==> src/design/pqct_pkg.sv <==
`timescale 1ns / 1ps
// ----------------------------------------------------------------------------
// pqct_pkg: shared types and constants of the quad crossing test
// corner table sizing, point type, function codes and cell control bundle
// ----------------------------------------------------------------------------
package pqct_pkg;

    localparam int CHANNELS = 8;
    localparam int CORNERS  = 4;
    localparam int COORD_W  = 16;
    localparam int CHAN_W   = (CHANNELS > 1) ? $clog2(CHANNELS) : 1;
    // width of the edge differences and of their products
    localparam int DIFF_W   = COORD_W + 1;
    localparam int PROD_W   = 2 * DIFF_W;

    typedef enum logic {
        FUNC_LOAD = 1'b0,
        FUNC_TEST = 1'b1
    } t_func;

    typedef struct packed {
        logic signed [COORD_W-1:0] x;
        logic signed [COORD_W-1:0] y;
    } t_point;

    typedef struct packed {
        logic              en;
        logic              wr;
        logic [CHAN_W-1:0] addr;
    } t_cell_ctl;

endpackage

==> src/design/pqct_cell.sv <==
`timescale 1ns / 1ps
// ----------------------------------------------------------------------------
// pqct_cell: one corner cell of the crossing ring
// stores one corner of every channel and tests the edge from its neighbour
// ----------------------------------------------------------------------------
module pqct_cell (
    input  logic               i_clk,
    input  pqct_pkg::t_cell_ctl i_ctl,
    input  pqct_pkg::t_point   i_wdata,
    input  pqct_pkg::t_point   i_hit,
    input  pqct_pkg::t_point   i_prev,
    output pqct_pkg::t_point   o_corner,
    input  logic               i_par,
    output logic               o_par
);
    import pqct_pkg::*;

    t_point r_mem [CHANNELS];
    t_point r_corner;

    logic signed [DIFF_W-1:0] n_dhy;
    logic signed [DIFF_W-1:0] n_dxb;
    logic signed [DIFF_W-1:0] n_dhx;
    logic signed [DIFF_W-1:0] n_dy;
    logic signed [PROD_W-1:0] n_lhs;
    logic signed [PROD_W-1:0] n_rhs;
    logic                     n_cnt;
    logic signed [PROD_W-1:0] r_lhs;
    logic signed [PROD_W-1:0] r_rhs;
    logic                     r_cnt;
    logic                     r_dy_pos;
    logic                     n_left;

    // corner store, registered read
    always_ff @(posedge i_clk) begin
        if (i_ctl.wr) begin
            r_mem[i_ctl.addr] <= i_wdata;
        end
        if (i_ctl.en) begin
            r_corner <= r_mem[i_ctl.addr];
        end
    end

    assign o_corner = r_corner;

    // edge from neighbour corner (b) to own corner (a)
    always_comb begin
        n_dhy = $signed({i_hit.y[COORD_W-1], i_hit.y})
              - $signed({r_corner.y[COORD_W-1], r_corner.y});
        n_dxb = $signed({i_prev.x[COORD_W-1], i_prev.x})
              - $signed({r_corner.x[COORD_W-1], r_corner.x});
        n_dhx = $signed({i_hit.x[COORD_W-1], i_hit.x})
              - $signed({r_corner.x[COORD_W-1], r_corner.x});
        n_dy  = $signed({i_prev.y[COORD_W-1], i_prev.y})
              - $signed({r_corner.y[COORD_W-1], r_corner.y});
        n_lhs = n_dhy * n_dxb;
        n_rhs = n_dhx * n_dy;
        n_cnt = ((r_corner.y < i_hit.y) && (i_prev.y >= i_hit.y)
                 || (i_prev.y < i_hit.y) && (r_corner.y >= i_hit.y))
                && ((r_corner.x <= i_hit.x) || (i_prev.x <= i_hit.x));
    end

    always_ff @(posedge i_clk) begin
        if (i_ctl.en) begin
            r_lhs    <= n_lhs;
            r_rhs    <= n_rhs;
            r_cnt    <= n_cnt;
            r_dy_pos <= (n_dy > $signed({DIFF_W{1'b0}}));
        end
    end

    // crossing strictly left of the hit, sign of edge height folded in
    assign n_left = r_dy_pos ? (r_lhs < r_rhs) : (r_lhs > r_rhs);
    assign o_par  = i_par ^ (r_cnt && n_left);

endmodule

==> config.mk <==
export PLATFORM = sky130hd
export DESIGN_NAME = pqct_cell
export DESIGN_NICKNAME = d
export VERILOG_FILES = /design/src/design/pqct_pkg.sv /design/src/design/pqct_cell.sv
export SDC_FILE = /design/constraint.sdc
export NUM_CORES = 2
export LEC_CHECK = 0
export BUFFER_PORTS_ARGS = -buffer_cell sky130_fd_sc_hd__buf_4
export CORE_UTILIZATION = 45
export CTS_CLUSTER_SIZE = 20
export DETAILED_ROUTE_END_ITERATION = 6
export PLACE_DENSITY_LB_ADDON = 0.2
export SLEW_MARGIN = 20
export SYNTH_ARGS = -nofsm -noshare
export SYNTH_HDL_FRONTEND = slang
export SYNTH_SLANG_ARGS = --single-unit
export TNS_END_PERCENT = 10
==> constraint.sdc <==
create_clock -name i_clk -period 18.7 [get_ports i_clk]
set_clock_uncertainty 0.1 [all_clocks]
set_input_delay 1.87 -clock i_clk [delete_from_list [all_inputs] [get_ports i_clk]]
set_output_delay 1.87 -clock i_clk [all_outputs]
set_load 0.05 [all_outputs]
# Word-level counts from Yosys, hierarchy flattened
# Memory sizes are Yosys's and may differ from the RTL's. A register that Yosys moved wholly into a read port is not among the register bits.
# Index checks and enable logic that the tools add are counted.
# W data, S select, Z words.
totals:
  mem_bits_rw: 256
  out_inout_bits: 33
  latchBits: 0
  rom_bits: 0
  inputBits: 103
  ff_bits: 70
  memories: 1
op_classes:
  n_div: 0
  bitwise: 1
  shifts: 0
  n_lt_le_gt_ge: 9
  eq_ne: 0
  addsub: 4
  reduce_logical: 6
  multipliers: 2
  mux: 3
memory_table:
  columns: ["memory", "depth", "width", "rd", "rd_ports_with_merged_regs", "write_ports", "line_no", "source"]
  rows:
  - ["r_mem", 8, 32, 1, 1, 1, "pqct_cell.sv:18", "t_point r_mem [CHANNELS];"]
op_table:
  columns: ["operator", "count"]
  rows:
  - ["$mul A17 B17 Y34", 2]
  - ["$sub A16 B16 Y17", 4]
  - ["$gt A34 B34 Y1", 1]
  - ["$lt A34 B34 Y1", 1]
  - ["$ge A16 B16 Y1", 2]
  - ["$le A16 B16 Y1", 2]
  - ["$lt A16 B16 Y1", 2]
  - ["$gt A17 B1 Y1 const B", 1]
  - ["$logic_and A1 B1 Y1", 4]
  - ["$mux W1", 3]
  - ["$logic_or A1 B1 Y1", 2]
  - ["$xor A1 B1 Y1", 1]

# Logic depth before layout (Yosys ltp)
logic_depth:
  word_depth: 4
  mapped_depth: 35
  ltp_nobuf: 33

# Least setup slack after synthesis
# Ideal clock, no wire load.
synth_path:
  path_type: "in2reg"
  startpoint: "input i_hit[0] (netlist name)"
  endpoint: "register r_lhs[33], data pin"
  n_path_buf: 2
  slack_ps: 8741
  arrival_ps: 9599
  required_ps: 18341
  path_stages: 32
  cell_sequence: "inv_1 > ha_1 > inv_1 > fa_1 > a21o_1 > a21oi_1 > o21bai_1 > a2111oi_0 > o31a_1 > mux2i_1 > nand2_1 > buf_2 > nand2_1 > fa_1 > fa_1 > inv_1 > fa_1 > fa_1 > fa_1 > inv_1 > fa_1 > inv_1 > ha_1 > clkbuf_1 > a211o_1 > a21oi_1 > a21bo_2 > a2111oi_0 > a21oi_1 > a211oi_1 > a21oi_1 > xnor2_1"
synth_between:
  elab_chain_cells: 2
synth_rtl:
  columns: ["element", "line_no", "source"]
  rows:
  - ["start, declared", "pqct_cell.sv:10", "input pqct_pkg::t_point i_hit,"]
  - ["$sub A16 B16 Y17", "pqct_cell.sv:49", "- $signed({r_corner.y[COORD_W-1], r_corner.y});"]
  - ["$mul A17 B17 Y34", "pqct_cell.sv:56", "n_lhs = n_dhy * n_dxb;"]
  - ["via n_lhs[33]", "pqct_cell.sv:25", "logic signed [PROD_W-1:0] n_lhs;"]
  - ["end signal, assigned", "pqct_cell.sv:65", "r_lhs <= n_lhs;"]
  - ["end, declared", "pqct_cell.sv:28", "logic signed [PROD_W-1:0] r_lhs;"]
# The timed path passes the listed nets, and every way through them passes these cells.
# A chain may end at the register's enable or synchronous reset.

# Worst setup path in the final report
# Same ends and word-level chain as after synthesis.

==> summary.txt <==
Route
  – Met3 routed WL: 6619 um
  – Met2 WL: 49,990 um
  – Drt initial violations: 1,866
  – DR WL/cell: 21.70 um
  – Final ANT Viol Nets: 0
  – DRC viols: 0
  – First-pass iteration count of the detailed router: 5
  – WL final: 107,100 um
  – WL met1: 45,120 um
  – Vias: 26,529
  – DR vias/cell: 5.377
  – Highest routed layer: met5

Yosys
  – Cells after Synth: 3,601
  – Yosys top cell by area: fa_1
  – Top FF cell, synth: edfxtp_1
  – Syn Nets: 4,602
  – Post-synth top area share: 0.3041
  – Top-count cell post-synth: inv_1
  – Number of synthesized flops with an enable pin: 358
  – Seq/Total Area, Yosys: 0.2740
  – Main area contributors after synthesis: fa_1, edfxtp_1, ha_1
  – Async set-or-reset flop fraction in the synthesized netlist: 0
  – Synth Register Bits: 358
  – Commonest cells post-synth: inv_1, fa_1, edfxtp_1
  – Syn Area/Cell: 10.89 sq um
  – Yosys cell types: 77
  – YS warnings: 0
  – Mapped cell area: 39,230 sq um

Critical path
  – Cell mode on critical path: fa_1
  – WP data arrival: 11.01 ns
  – Critical R2R Launch: o_corner[0]
  – CP max FO: 13
  – Critical path type: in -> reg
  – Critical Path RT: 18.88 ns
  – Reg-to-Reg End: r_lhs[33]
  – Worst path max stage delay: 0.55 ns
  – CP Capture Type: flip-flop
  – Critical Path Source Type: input port
  – Worst R2R Path Depth: 29
  – Reg2Reg Setup Slack: 8.70 ns
  – Slowest CP cell: a2111oi_0

Min path
  – HP Start: r_mem[4][31]
  – Hold depth: 2
  – Worst min-delay path endpoint: o_corner[31]
  – Min-delay worst type: reg -> reg

Layout
  – Fraction of layout cells with a size suffix above 1: 0.1106
  – Area growth syn-to-layout: 10.37%
  – Diode count: 0
  – Fillers: 7,763
  – FF+latch area: 10,750 sq um
  – Nets: 4,763
  – Area of the multi-input gates: 25,450 sq um

Run status
  – Outcome: completed

Floorplan
  – IO Pins: 136
  – Core area: 85,820 sq um
  – Die height: 297.3 um
  – Die width: 297.3 um
  – Rows: 107
  – Die ar.: 88,370 sq um
  – Starting Density: 0.4572

Clock network
  – Worst-Skew Late Latency: 0.58 ns
  – Post-CTS Setup Bufs: 0
  – Hold buffers post-CTS: 0
  – Total CTS buffers: 41
  – Clk sinks: 358
  – Clock Tree Buf Depth: 3
  – Clock root buffer: clkbuf_16
  – Post-CTS sizing: 0
  – H-tree levels: 2
  – CTS tree: done
  – Clock slew at reported path FFs: 0.06 ns

Timing
  – Final Hold Vio Count: 0
  – Max-slew headroom: 0.2539
  – Slew @ Worst Pin: 1.111 ns
  – Unrepaired setup endpoints after global routing: no
  – Period utilisation layout: 0.5791
  – Tmin final: 10.83 ns
  – Max Slew Vio Count: 0
  – Maximum clock rate: 0.09235 GHz
  – # setup viols final: 0
  – TNS Setup: 0 ns

Global routing
  – First-pass GRT wire length: 165,000 um
  – GRT Overall Usage: 0.2480
  – Vias in the first global route: 27,845
  – Initial antenna violation count: 7
  – Remaining Overflow, GRT: 0
  – Largest net degree at the start of global routing: 70

Run
  – Max cap viols: 0

Place
  – Global placer's final weighted congestion: 0.9173
  – HPWL Detailed: 86,690 um
  – Number of buffers added on ports: 135
==> registers in the layout, indices dropped and copies added (netlist names) <==
register  cells
o_corner     32
r_lhs        34
r_mem       256
r_cnt         1
r_dy_pos      1
r_rhs        34
==> cells in the final DEF, fill, tap and decap left out, types with 9 or more instances in the layout <==
master / n
a211oi_1: 19
a21o_1: 39
a21oi_1: 106
a31oi_1: 19
and2_1: 34
and3_1: 14
and3b_1: 9
buf_4: 211
clkbuf_16: 41
edfxtp_1: 358
fa_1: 596
ha_1: 302
inv_1: 746
mux2_2: 32
mux4_2: 64
nand2_1: 326
nand2b_1: 28
nand3_1: 50
nand4_1: 25
nor2_1: 273
nor2b_1: 37
nor3_1: 36
nor4_1: 9
o211ai_1: 13
o21a_1: 28
o21ai_0: 56
o21bai_1: 11
or2_2: 15
or3_1: 11
xnor2_1: 93
xor2_1: 35
==> worst max-delay path by stage <==
stage                     slack [ns]  cells past startpoint      from   endpoint
after floorplan                 8.74                     32  i_hit[0]  r_lhs[33]
after global placement          7.71                     31  i_hit[0]  r_lhs[33]
after detailed placement        7.42                     31  i_hit[0]  r_lhs[33]
after CTS                       7.99                     31  i_hit[0]  r_lhs[33]
after global routing            7.43                     31  i_hit[0]  r_lhs[33]
final                           7.87                     31  i_hit[0]  r_lhs[33]
==> critical path, delay by kind of cell <==
family | cells | cell delay (ns)
adder cells (fa/ha/maj) | 9 | 3.92
AO/OA/AOI/OAI | 12 | 3.56
AND/OR/NAND/NOR | 2 | 0.66
multiplexers | 1 | 0.44
buffers and inverters | 6 | 0.40
XOR/XNOR | 1 | 0.16
==> metrics by stage <==
step | std cells | hold WS, ns | utilization | instance area, sq um | setup slack [ns]
3_3_place_gp | 4863 | 0.6435 | 0.4893 | 41990 | 7.711
3_5_place_dp | 4863 | 0.6449 | 0.4894 | 42000 | 7.419
5_1_grt | 4934 | 0.6743 | 0.5046 | 43300 | 7.434
2_1_floorplan | 3601 | 0.6320 | - | 39230 | 8.741
6_report | 4934 | 0.6450 | 0.5046 | 43300 | 7.871
4_1_cts | 4934 | 0.6538 | 0.5044 | 43290 | 7.991
==> cell families (layout without fill, tap and decap cells) <==
logic type	after synthesis	count (layout)	share of synthesized area
fa+ha+maj	898	898	0.4004
xor+xnor	138	138	0.03100
buf+inv	840	1029	0.08081
mux	103	103	0.04771
simple gates	898	898	0.1037
compound gates	366	366	0.06235
flops	358	358	0.2740
==> layer usage <==
metal | global-route usage | vias to the layer above
li1 | - | 12012
met1 | 0.3336 | 13525
met2 | 0.4003 | 777
met3 | 0.03739 | 205
met4 | 0.1070 | 10
met5 | 0 | -
==> cell type report <==
class	instances	area share
Clock inverter	22	0.005317
Multi-Input combinational cell	2403	0.5876
Clock buffer	49	0.02439
Sequential cell	358	0.2483
Tap cell	1144	0.03306
Inverter	747	0.06475
Timing Repair Buffer	211	0.03658
Power is left out: the tool's default activity adds up to more than one toggle a clock period on the data nets, which glitch-free logic cannot reach.
